[src/rtl/lfpd_pkg.sv]
package lfpd_pkg;

	localparam int FRAC_BITS   = 16;
	localparam int SENSOR_W    = 8;
	localparam int ERR_W       = 13;
	localparam int DIFF_W      = ERR_W + 1;
	localparam int INTEG_W     = 16;
	localparam int CORR_W      = 16;
	localparam int GAIN_W      = 24;
	localparam int SPEED_W     = 10;
	localparam int DRIVE_W     = 2;
	localparam int REG_COUNT   = 8;
	localparam int REG_IDX_W   = $clog2(REG_COUNT);
	localparam int CFG_DATA_W  = GAIN_W;
	localparam int PROD_P_W    = ERR_W + GAIN_W + 1;
	localparam int PROD_I_W    = INTEG_W + GAIN_W + 1;
	localparam int PROD_D_W    = DIFF_W + GAIN_W + 1;
	localparam int SUM_W       = PROD_I_W + 2;
	localparam int MOTOR_W     = CORR_W + 2;
	localparam int PAT_COUNT   = 22;
	localparam int SPIN_STEPS  = 7;

	localparam logic [GAIN_W-1:0]  KP_RESET    = 24'd6553600;
	localparam logic [GAIN_W-1:0]  KI_RESET    = 24'd52;
	localparam logic [GAIN_W-1:0]  KD_RESET    = 24'd39322;
	localparam logic [SPEED_W-1:0] BASE_RESET  = 10'd800;
	localparam logic [SPEED_W-1:0] MAX_RESET   = 10'd1000;
	localparam logic [SPEED_W-1:0] DEAD_RESET  = 10'd30;
	localparam logic [SPEED_W-1:0] NUDGE_RESET = 10'd800;
	localparam logic [SPEED_W-1:0] TURN_RESET  = 10'd1000;

	localparam logic signed [ERR_W-1:0] NUDGE_ERR = 13'sd50;
	localparam logic signed [ERR_W-1:0] SPIN_STEP = 13'sd100;

	typedef enum logic [REG_IDX_W-1:0] {
		REG_KP    = 3'd0,
		REG_KI    = 3'd1,
		REG_KD    = 3'd2,
		REG_BASE  = 3'd3,
		REG_MAX   = 3'd4,
		REG_DEAD  = 3'd5,
		REG_NUDGE = 3'd6,
		REG_TURN  = 3'd7
	} reg_idx_t;

	typedef enum logic [DRIVE_W-1:0] {
		DRIVE_FWD    = 2'd0,
		DRIVE_SPIN_A = 2'd1,
		DRIVE_SPIN_B = 2'd2
	} drive_t;

	typedef struct packed {
		logic [GAIN_W-1:0]  kp;
		logic [GAIN_W-1:0]  ki;
		logic [GAIN_W-1:0]  kd;
		logic [SPEED_W-1:0] base_speed;
		logic [SPEED_W-1:0] max_speed;
		logic [SPEED_W-1:0] dead_speed;
		logic [SPEED_W-1:0] nudge_speed;
		logic [SPEED_W-1:0] turn_speed;
	} cfg_t;

	// one tracked sample, ready for the pid arithmetic
	typedef struct packed {
		logic signed [ERR_W-1:0]   err;
		logic signed [INTEG_W-1:0] integ;
		logic signed [DIFF_W-1:0]  diff;
		logic                      is_pid;
		drive_t                    drive;
		logic                      hold;
		logic [SPEED_W-1:0]        fixed_speed;
	} trk_t;

	typedef struct packed {
		logic                    hit;
		logic signed [ERR_W-1:0] err;
	} pat_hit_t;

	localparam logic [SENSOR_W-1:0] PAT_MASK [PAT_COUNT] = '{
		8'hFF, 8'hFF, 8'hFF, 8'hFF, 8'hFF, 8'hFF, 8'hFF, 8'hFF, 8'hFF, 8'hFF, 8'hFF,
		8'h07, 8'hE0, 8'hFF, 8'hFF, 8'hFF, 8'hFF, 8'hFF, 8'hFF, 8'hFF, 8'hFF, 8'hFF
	};

	localparam logic [SENSOR_W-1:0] PAT_VALUE [PAT_COUNT] = '{
		8'hE7, 8'hF7, 8'hEF, 8'hFB, 8'hDF, 8'hFD, 8'hBF, 8'hFE, 8'h7F, 8'hFC, 8'h3F,
		8'h00, 8'h00, 8'hF0, 8'h0F, 8'hE0, 8'h07, 8'hE1, 8'h87, 8'hE3, 8'hC7, 8'hFF
	};

	localparam logic signed [ERR_W-1:0] PAT_ERR [PAT_COUNT] = '{
		13'sd0, 13'sd1, -13'sd1, 13'sd2, -13'sd2, 13'sd50, -13'sd50,
		13'sd100, -13'sd100, 13'sd200, -13'sd200, 13'sd300, -13'sd300,
		13'sd400, -13'sd400, 13'sd500, -13'sd500, 13'sd600, -13'sd600,
		13'sd700, -13'sd700, 13'sd4000
	};

	// first matching entry wins
	function automatic pat_hit_t pattern_lookup(input logic [SENSOR_W-1:0] s);
		pat_hit_t r;
		r.hit = 1'b0;
		r.err = '0;
		for (int i = PAT_COUNT - 1; i >= 0; i--) begin
			if ((s & PAT_MASK[i]) == PAT_VALUE[i]) begin
				r.hit = 1'b1;
				r.err = PAT_ERR[i];
			end
		end
		return r;
	endfunction

	// true for +100, +200 .. +700
	function automatic logic is_spin_pos(input logic signed [ERR_W-1:0] e);
		logic r;
		r = 1'b0;
		for (int k = 1; k <= SPIN_STEPS; k++) begin
			if (e == ERR_W'(k) * SPIN_STEP)
				r = 1'b1;
		end
		return r;
	endfunction

	function automatic logic signed [INTEG_W-1:0] sat_integ(
		input logic signed [INTEG_W:0] v
	);
		logic signed [INTEG_W-1:0] r;
		if (v[INTEG_W] != v[INTEG_W-1])
			r = v[INTEG_W] ? {1'b1, {(INTEG_W-1){1'b0}}} : {1'b0, {(INTEG_W-1){1'b1}}};
		else
			r = v[INTEG_W-1:0];
		return r;
	endfunction

endpackage

[src/rtl/lfpd_in_if.sv]
interface lfpd_in_if;
	import lfpd_pkg::*;

	logic                valid;
	logic                ready;
	logic [SENSOR_W-1:0] sensors;

	modport source (output valid, output sensors, input ready);
	modport sink (input valid, input sensors, output ready);

endinterface

[src/rtl/lfpd_out_if.sv]
interface lfpd_out_if;
	import lfpd_pkg::*;

	logic                    valid;
	logic                    ready;
	logic [DRIVE_W-1:0]      drive;
	logic [SPEED_W-1:0]      speed_a;
	logic [SPEED_W-1:0]      speed_b;
	logic                    hold_turn;
	logic signed [ERR_W-1:0] line_error;

	modport source (
		output valid, output drive, output speed_a, output speed_b,
		output hold_turn, output line_error, input ready
	);
	modport sink (
		input valid, input drive, input speed_a, input speed_b,
		input hold_turn, input line_error, output ready
	);

endinterface

[src/rtl/lfpd_cfg.sv]
module lfpd_cfg (
	input  logic                             clk,
	input  logic                             arst_n,
	input  logic                             cfg_we,
	input  logic [lfpd_pkg::REG_IDX_W-1:0]   cfg_index,
	input  logic [lfpd_pkg::CFG_DATA_W-1:0]  cfg_data,
	output lfpd_pkg::cfg_t                   cfg
);
	import lfpd_pkg::*;

	cfg_t regs_q;

	always_ff @(posedge clk or negedge arst_n) begin
		if (!arst_n) begin
			regs_q.kp          <= KP_RESET;
			regs_q.ki          <= KI_RESET;
			regs_q.kd          <= KD_RESET;
			regs_q.base_speed  <= BASE_RESET;
			regs_q.max_speed   <= MAX_RESET;
			regs_q.dead_speed  <= DEAD_RESET;
			regs_q.nudge_speed <= NUDGE_RESET;
			regs_q.turn_speed  <= TURN_RESET;
		end else if (cfg_we) begin
			case (reg_idx_t'(cfg_index))
				REG_KP:    regs_q.kp          <= cfg_data[GAIN_W-1:0];
				REG_KI:    regs_q.ki          <= cfg_data[GAIN_W-1:0];
				REG_KD:    regs_q.kd          <= cfg_data[GAIN_W-1:0];
				REG_BASE:  regs_q.base_speed  <= cfg_data[SPEED_W-1:0];
				REG_MAX:   regs_q.max_speed   <= cfg_data[SPEED_W-1:0];
				REG_DEAD:  regs_q.dead_speed  <= cfg_data[SPEED_W-1:0];
				REG_NUDGE: regs_q.nudge_speed <= cfg_data[SPEED_W-1:0];
				REG_TURN:  regs_q.turn_speed  <= cfg_data[SPEED_W-1:0];
				default: begin
				end
			endcase
		end
	end

	assign cfg = regs_q;

endmodule

[src/rtl/lfpd_track.sv]
module lfpd_track (
	input  logic                          clk,
	input  logic                          arst_n,
	input  logic                          take,
	input  logic [lfpd_pkg::SENSOR_W-1:0] sensors,
	input  lfpd_pkg::cfg_t                cfg,
	output lfpd_pkg::trk_t                item
);
	import lfpd_pkg::*;

	logic signed [ERR_W-1:0]   held_q;
	logic signed [INTEG_W-1:0] integ_q;
	logic signed [ERR_W-1:0]   prev_q;

	pat_hit_t                  hit;
	logic signed [ERR_W-1:0]   err;
	logic signed [INTEG_W-1:0] integ_new;
	logic                      nudge_a;
	logic                      nudge_b;
	logic                      spin_a;
	logic                      spin_b;
	logic                      is_pid;

	always_comb begin
		hit       = pattern_lookup(sensors);
		err       = hit.hit ? hit.err : held_q;
		integ_new = sat_integ((INTEG_W + 1)'(integ_q) + (INTEG_W + 1)'(err));
		nudge_a   = (err == NUDGE_ERR);
		nudge_b   = (err == -NUDGE_ERR);
		spin_a    = is_spin_pos(err);
		spin_b    = is_spin_pos(-err);
		is_pid    = !(nudge_a || nudge_b || spin_a || spin_b);

		item.err         = err;
		item.integ       = integ_new;
		item.diff        = DIFF_W'(err) - DIFF_W'(prev_q);
		item.is_pid      = is_pid;
		item.hold        = spin_a || spin_b;
		item.fixed_speed = (nudge_a || nudge_b) ? cfg.nudge_speed : cfg.turn_speed;
		if (nudge_a || spin_a)
			item.drive = DRIVE_SPIN_A;
		else if (nudge_b || spin_b)
			item.drive = DRIVE_SPIN_B;
		else
			item.drive = DRIVE_FWD;
	end

	// loop state moves only on a transfer; a turn or a nudge leaves the pid memory alone
	always_ff @(posedge clk or negedge arst_n) begin
		if (!arst_n) begin
			held_q  <= '0;
			integ_q <= '0;
			prev_q  <= '0;
		end else if (take) begin
			held_q <= err;
			if (is_pid) begin
				integ_q <= integ_new;
				prev_q  <= err;
			end
		end
	end

endmodule

[src/rtl/lfpd_pid.sv]
module lfpd_pid (
	input  logic            clk,
	input  logic            arst_n,
	input  lfpd_pkg::cfg_t  cfg,
	input  logic            take,
	input  lfpd_pkg::trk_t  item,
	output logic            in_ready,
	lfpd_out_if.source      result
);
	import lfpd_pkg::*;

	typedef struct packed {
		logic signed [ERR_W-1:0] err;
		logic                    is_pid;
		drive_t                  drive;
		logic                    hold;
		logic [SPEED_W-1:0]      fixed_speed;
	} ctl_t;

	localparam logic signed [SUM_W-1:0] CORR_MAX = SUM_W'((1 << (CORR_W - 1)) - 1);
	localparam logic signed [SUM_W-1:0] CORR_MIN = -SUM_W'(1 << (CORR_W - 1));

	logic                       v_s1, v_s2, v_s3, v_o_q;
	logic                       en_s2, en_s3, en_o;
	trk_t                       item_s1;
	ctl_t                       ctl_s2, ctl_s3;
	logic signed [PROD_P_W-1:0] prod_p_s2;
	logic signed [PROD_I_W-1:0] prod_i_s2;
	logic signed [PROD_D_W-1:0] prod_d_s2;
	logic signed [CORR_W-1:0]   corr_s3;

	logic signed [SUM_W-1:0]    sum;
	logic signed [SUM_W-1:0]    quot;
	logic signed [CORR_W-1:0]   corr;
	logic signed [MOTOR_W-1:0]  mot_a;
	logic signed [MOTOR_W-1:0]  mot_b;

	logic [DRIVE_W-1:0]         drive_q;
	logic [SPEED_W-1:0]         speed_a_q;
	logic [SPEED_W-1:0]         speed_b_q;
	logic                       hold_q;
	logic signed [ERR_W-1:0]    err_q;

	function automatic logic [SPEED_W-1:0] motor_clamp(
		input logic signed [MOTOR_W-1:0] v,
		input logic [SPEED_W-1:0]        max_s,
		input logic [SPEED_W-1:0]        dead_s
	);
		logic signed [MOTOR_W-1:0] c;
		c = v;
		if (c > $signed(MOTOR_W'(max_s)))
			c = $signed(MOTOR_W'(max_s));
		if (c < $signed(MOTOR_W'(dead_s)))
			c = '0;
		return c[SPEED_W-1:0];
	endfunction

	// each stage moves on when the one after it is empty or moving
	assign en_o     = !v_o_q || result.ready;
	assign en_s3    = !v_s3 || en_o;
	assign en_s2    = !v_s2 || en_s3;
	assign in_ready = !v_s1 || en_s2;

	always_ff @(posedge clk or negedge arst_n) begin
		if (!arst_n) begin
			v_s1  <= 1'b0;
			v_s2  <= 1'b0;
			v_s3  <= 1'b0;
			v_o_q <= 1'b0;
		end else begin
			if (in_ready)
				v_s1 <= take;
			if (en_s2)
				v_s2 <= v_s1;
			if (en_s3)
				v_s3 <= v_s2;
			if (en_o)
				v_o_q <= v_s3;
		end
	end

	// stage 1: tracked sample
	always_ff @(posedge clk) begin
		if (take)
			item_s1 <= item;
	end

	// stage 2: three gain products side by side
	always_ff @(posedge clk) begin
		if (en_s2 && v_s1) begin
			prod_p_s2          <= PROD_P_W'(item_s1.err)
				* PROD_P_W'($signed({1'b0, cfg.kp}));
			prod_i_s2          <= PROD_I_W'(item_s1.integ)
				* PROD_I_W'($signed({1'b0, cfg.ki}));
			prod_d_s2          <= PROD_D_W'(item_s1.diff)
				* PROD_D_W'($signed({1'b0, cfg.kd}));
			ctl_s2.err         <= item_s1.err;
			ctl_s2.is_pid      <= item_s1.is_pid;
			ctl_s2.drive       <= item_s1.drive;
			ctl_s2.hold        <= item_s1.hold;
			ctl_s2.fixed_speed <= item_s1.fixed_speed;
		end
	end

	// stage 3: sum, scale with truncation toward zero, saturate
	always_comb begin
		sum  = SUM_W'(prod_p_s2) + SUM_W'(prod_i_s2) + SUM_W'(prod_d_s2);
		quot = (sum >>> FRAC_BITS)
			+ $signed(SUM_W'(sum[SUM_W-1] && (|sum[FRAC_BITS-1:0])));
		if (quot > CORR_MAX)
			corr = CORR_MAX[CORR_W-1:0];
		else if (quot < CORR_MIN)
			corr = CORR_MIN[CORR_W-1:0];
		else
			corr = quot[CORR_W-1:0];
	end

	always_ff @(posedge clk) begin
		if (en_s3 && v_s2) begin
			corr_s3 <= corr;
			ctl_s3  <= ctl_s2;
		end
	end

	// output register: motor speeds
	always_comb begin
		mot_a = $signed(MOTOR_W'(cfg.base_speed)) + MOTOR_W'(corr_s3);
		mot_b = $signed(MOTOR_W'(cfg.base_speed)) - MOTOR_W'(corr_s3);
	end

	always_ff @(posedge clk) begin
		if (en_o && v_s3) begin
			drive_q <= ctl_s3.drive;
			hold_q  <= ctl_s3.hold;
			err_q   <= ctl_s3.err;
			if (ctl_s3.is_pid) begin
				speed_a_q <= motor_clamp(mot_a, cfg.max_speed, cfg.dead_speed);
				speed_b_q <= motor_clamp(mot_b, cfg.max_speed, cfg.dead_speed);
			end else begin
				speed_a_q <= ctl_s3.fixed_speed;
				speed_b_q <= ctl_s3.fixed_speed;
			end
		end
	end

	assign result.valid      = v_o_q;
	assign result.drive      = drive_q;
	assign result.speed_a    = speed_a_q;
	assign result.speed_b    = speed_b_q;
	assign result.hold_turn  = hold_q;
	assign result.line_error = err_q;

endmodule

[src/rtl/line_follower_pid_drive.sv]
// port      kind         payload
// sample    sink         sensors[7:0]
// result    source       drive, speed_a, speed_b, hold_turn, line_error
// cfg_*     write only   cfg_we, cfg_index[2:0], cfg_data[23:0]
//
// one sample per clock while the result side keeps taking results
// line error and pid memory update at the sample transfer, the gain products,
// scaling and motor clamps follow in three more register stages
// each stage holds under a stall only if the stage after it is full
// reset clears the loop state, the stage valids and loads the default gains and speeds
module line_follower_pid_drive (
	input  logic                             clk,
	input  logic                             arst_n,
	lfpd_in_if.sink                          sample,
	lfpd_out_if.source                       result,
	input  logic                             cfg_we,
	input  logic [lfpd_pkg::REG_IDX_W-1:0]   cfg_index,
	input  logic [lfpd_pkg::CFG_DATA_W-1:0]  cfg_data
);
	import lfpd_pkg::*;

	cfg_t cfg;
	trk_t item;
	logic in_ready;
	logic take;

	assign sample.ready = in_ready;
	assign take         = sample.valid && in_ready;

	lfpd_cfg u_cfg (
		.clk       (clk),
		.arst_n    (arst_n),
		.cfg_we    (cfg_we),
		.cfg_index (cfg_index),
		.cfg_data  (cfg_data),
		.cfg       (cfg)
	);

	lfpd_track u_track (
		.clk     (clk),
		.arst_n  (arst_n),
		.take    (take),
		.sensors (sample.sensors),
		.cfg     (cfg),
		.item    (item)
	);

	lfpd_pid u_pid (
		.clk      (clk),
		.arst_n   (arst_n),
		.cfg      (cfg),
		.take     (take),
		.item     (item),
		.in_ready (in_ready),
		.result   (result)
	);

endmodule
[src/flat_wrapper.sv]
// flat-port wrapper written by rule: the top's interface ports become plain ports
module line_follower_pid_drive_flat import lfpd_pkg::*;
  (clk, arst_n, cfg_we, cfg_index, cfg_data, sample_valid, sample_sensors, sample_ready, result_valid, result_drive, result_speed_a, result_speed_b, result_hold_turn, result_line_error, result_ready);
  lfpd_in_if sample_i ();
  lfpd_out_if result_i ();
  input  logic clk;
  input  logic arst_n;
  input  logic cfg_we;
  input  logic [lfpd_pkg::REG_IDX_W-1:0] cfg_index;
  input  logic [lfpd_pkg::CFG_DATA_W-1:0] cfg_data;
  input wire logic [$bits(sample_i.valid)-1:0] sample_valid;
  input wire logic [$bits(sample_i.sensors)-1:0] sample_sensors;
  output wire logic [$bits(sample_i.ready)-1:0] sample_ready;
  output wire logic [$bits(result_i.valid)-1:0] result_valid;
  output wire logic [$bits(result_i.drive)-1:0] result_drive;
  output wire logic [$bits(result_i.speed_a)-1:0] result_speed_a;
  output wire logic [$bits(result_i.speed_b)-1:0] result_speed_b;
  output wire logic [$bits(result_i.hold_turn)-1:0] result_hold_turn;
  output wire logic [$bits(result_i.line_error)-1:0] result_line_error;
  input wire logic [$bits(result_i.ready)-1:0] result_ready;
  assign sample_i.valid = sample_valid;
  assign sample_i.sensors = sample_sensors;
  assign sample_ready = sample_i.ready;
  assign result_valid = result_i.valid;
  assign result_drive = result_i.drive;
  assign result_speed_a = result_i.speed_a;
  assign result_speed_b = result_i.speed_b;
  assign result_hold_turn = result_i.hold_turn;
  assign result_line_error = result_i.line_error;
  assign result_i.ready = result_ready;
  line_follower_pid_drive u_core (.clk(clk), .arst_n(arst_n), .sample(sample_i), .result(result_i), .cfg_we(cfg_we), .cfg_index(cfg_index), .cfg_data(cfg_data));
endmodule
[config.mk]
export PLATFORM = sky130hd
export DESIGN_NAME = line_follower_pid_drive_flat
export DESIGN_NICKNAME = d
export VERILOG_FILES = /design/src/rtl/lfpd_pkg.sv /design/src/rtl/lfpd_in_if.sv /design/src/rtl/lfpd_out_if.sv /design/src/rtl/lfpd_cfg.sv /design/src/rtl/lfpd_track.sv /design/src/rtl/lfpd_pid.sv /design/src/rtl/line_follower_pid_drive.sv /design/src/flat_wrapper.sv
export SDC_FILE = /design/constraint.sdc
export NUM_CORES = 2
export LEC_CHECK = 0
export BUFFER_PORTS_ARGS = -buffer_cell sky130_fd_sc_hd__buf_2
export CORE_UTILIZATION = 45
export CTS_CLUSTER_DIAMETER = 120
export DETAILED_ROUTE_END_ITERATION = 12
export GPL_TIMING_DRIVEN = 0
export SLEW_MARGIN = 20
export SYNTH_ARGS = -nofsm -noshare
export SYNTH_HDL_FRONTEND = slang
export SYNTH_HIERARCHICAL = 1
export SYNTH_SLANG_ARGS = --single-unit
[constraint.sdc]
create_clock -name clk -period 7.1 [get_ports clk]
set_input_delay 0.71 -clock clk [delete_from_list [all_inputs] [get_ports clk]]
set_output_delay 0.71 -clock clk [all_outputs]
set_load 0.05 [all_outputs]
==> impl_results.md <==
* Placed cell count at 7502
* Final number of setup-violating endpoints at 8
* Actual transition at the worst max-transition pin at 1.09 ns
* Final-layout setup total negative slack at -0.595 ns
* Worst Path Required at 7.46 ns
* Deepest clock path buffer count at 3
* Full die area at 129000 µm²
* Total number of H-tree levels at 2
* DIE WIDTH at 359 µm
* Post-Syn Instances at 5773
* Largest net degree at the start of global routing at 68
* Via count of the first global-routing pass at 43300
* Simple-gate portion of the synthesized area at 14.5%
* Final critical path time including I/O delays and setup at 7.30 ns
* Worst-case clock skew at 0.0302 ns
* Critical-path cell with the highest stage delay: dfstp_2
* Fraction of layout instances using a drive strength above 1 at 13.2%
* Slew HR at 26.9%
* Clock tree from TritonCTS: yes
* Number of max-cap violations at 0
* Max Clock Freq at 137 MHz
* Number of nets with antenna violations after routing at 0
* Avg Cell Area, Syn at 9.91 µm²
* # rows at 130
* Yosys cell types at 102
* Count of final max-slew check failures at 0
* Layout Cells excl Fill at 7748
* Startpoint class of the critical path: flip-flop
* Count of warnings emitted by yosys at 6
* Setup slack on the worst flop-to-flop path at -0.20 ns
* Layout-stage area growth over the synthesis result at 12.4%
* Kind of end point of the critical path: flip-flop
* Hold Crit Class: flip-flop to flip-flop
* Iteration count of the initial detailed-routing pass at 5
* Fraction of synthesized area in multiplexers at 3.39%
* Leading cell type in the layout, fill and taps excluded: inv_1
* Async S/R FF share, synth at 37.4%
* Count of nets after finishing at 7456
* Via count at 41900
* Most repeated library cell on the critical path: fa_1
* Die Y at 359 µm
* Wirelength, routed at 172000 µm
* First-iteration detailed-routing DRC count at 3120
* Critical Path AT at 7.66 ns
* First-pass GRT wire length at 262000 µm
* PortBufs at 72
* Initial antenna violation count at 13
* Root buffer cell: clkbuf_16
* Combinational family with the most area after synthesis: adder cells
* Count of state elements after synthesis at 449
* Post-synthesis share of cell area spent on full adders, half adders and majority gates at 41.2%
* Xor/xnor cell area share of the yosys netlist at 2.94%
* Net Count, Synth at 7185
* Residual overflow from global routing at 0
* Run status: finished with violations
* Number of clock buffers inserted by TritonCTS at 54
* Effective utilization at floorplan at 45.4%
* Post-route DRC at 0
* Critical path's top delay family: adder cells
* Most instantiated flip-flop cell in the synthesis netlist: edfxtp_1
* Count of flip-flops with a built-in enable after synthesis at 281
* Detailed-placement wirelength estimate at 136000 µm
* Largest incremental delay on the critical path at 0.60 ns
* Std-Cell Core Area at 126000 µm²
* CTS clock-pin slew for the worst setup and hold paths at 0.06 ns
* Number of top-level design ports at 78
* Global-route usage over all layers at 27.3%
* Highest-count cells in the layout ignoring fill and taps: inv_1 (999), fa_1 (853), nand2_1 (754), ha_1 (504), and2_1 (381)
* Post-Syn Area at 57200 µm²
* Setup slack of the critical path after layout at -0.201 ns
* Clock Latency Late Sink at 0.65 ns
* Violations in the final reports: setup timing
* Setup repair after global routing missed its margin: yes
* Via density per instance at 5.41
* Critical path fanouts, max at 7
* Post-detailed-route wirelength per cell at 22.2 µm
* Compound-gate portion of the synthesized area at 7.47%
* Final period utilization at 103%
* Sequential cell area fraction in the yosys report at 22.2%
* Number of sinks driven by the clock tree at 449
* Worst Path Class, Setup: flip-flop to flip-flop
* Worst path buffer plus inverter count at 6
* Number of endpoints with negative hold slack in the final report at 0
* Placer's final routability congestion estimate at 0.940
* Worst setup slack after placement at -1.25 ns
final cells by class:
cell class,instances,area [µm²]
fill,11600,61600
sequential,449,12700
inverter,1009,3790
clock buffer,61,1420
multi-input combinational,4094,40500
tap,1650,2060
buffer,210,1580
clock inverter,40,469
antenna,9,22.5
timing repair buffer,226,1780
routing by layer:
metal,up-vias,GRT usage [%],share of wire (%)
li1,19000,-,-
met1,21200,36.3,42
met2,1302,44.7,47
met3,328,4.54,6.5
met4,6,10.1,4.2
met5,-,0,0.020
worst paths after layout:
path / start / end / depth (start not counted)
min in group asynchronous: arst_n / u_core/u_cfg/cfg[93] / 2
hold reg to reg: u_core/u_pid/ctl_s2[17] / u_core/u_pid/ctl_s3[17] / 0
setup reg to reg: u_core/u_cfg/cfg[57] / u_core/u_pid/prod_d_s2[37] / 28
max in group asynchronous: arst_n / u_core/u_cfg/cfg[15] / 4
setup / recovery: u_core/u_cfg/cfg[57] / u_core/u_pid/prod_d_s2[37] / 28
hold / removal: u_core/u_pid/ctl_s2[17] / u_core/u_pid/ctl_s3[17] / 0
flip-flops by register name (all words and copies together) (netlist names):
signal,count
u_core/u_cfg/cfg,122
u_core/u_pid/item_s1,57
u_core/u_pid/prod_i_s2,41
u_core/u_pid/prod_d_s2,39
u_core/u_pid/prod_p_s2,38
u_core/u_pid/ctl_s2,27
u_core/u_pid/ctl_s3,27
u_core/u_pid/corr_s3,16
u_core/u_track/integ_q,16
u_core/u_pid/result.line_error,13
u_core/u_track/held_q,13
u_core/u_track/prev_q,13
u_core/u_pid/result.speed_a,10
u_core/u_pid/result.speed_b,10
u_core/u_pid/result.drive,2
u_core/u_pid/result.hold_turn,1
u_core/u_pid/result.valid,1
u_core/u_pid/v_s1,1
u_core/u_pid/v_s2,1
u_core/u_pid/v_s3,1
synthesized netlist by cell type, types with 64 or more instances:
master / number / area, µm²
dfrtp_1: 132 / 3300
nand2_1: 762 / 2860
a21o_1: 68 / 510
mux2_2: 104 / 1170
nand2b_1: 94 / 588
clkbuf_1: 181 / 679
xor2_1: 64 / 561
a21oi_1: 184 / 921
nor2_1: 184 / 691
fa_1: 856 / 17100
edfxtp_1: 281 / 8440
xnor2_1: 128 / 1120
ha_1: 516 / 6460
o21ai_0: 128 / 641
inv_1: 1007 / 3780
and2_1: 384 / 2400
cell families after synthesis:
| family | Yosys count |
|---|---|
| AND/OR/NAND/NOR | 1696 |
| adder cells (fa/ha/maj) | 1372 |
| buffers and inverters | 1230 |
| AO/OA/AOI/OAI | 658 |
| flip-flops | 449 |
| XOR/XNOR | 192 |
| multiplexers | 176 |
what timing repair did:
item / 4_1_cts / 5_1_grt
endpoints found under the hold margin: 41 / 0
cloned: 0 / 1
hold buffers: 1 / 0
endpoints found under the setup margin: 54 / 57
pin swaps: 44 / 47
gates resized for setup: 306 / 207
setup buffers: 112 / 35
stage by stage:
stage          cell area [µm²]  utilization (%)  hold WS [ns]
5_1_grt                  64300             51.1         0.419
6_report                 64300             51.1         0.400
4_1_cts                  63500             50.4         0.376
3_5_place_dp             59800             47.5         0.405
2_1_floorplan            57200                -         0.400
3_3_place_gp             59600             47.4         0.401
Power is left out: the tool's default activity adds up to more than one toggle a clock period on the data nets, which glitch-free logic cannot reach.
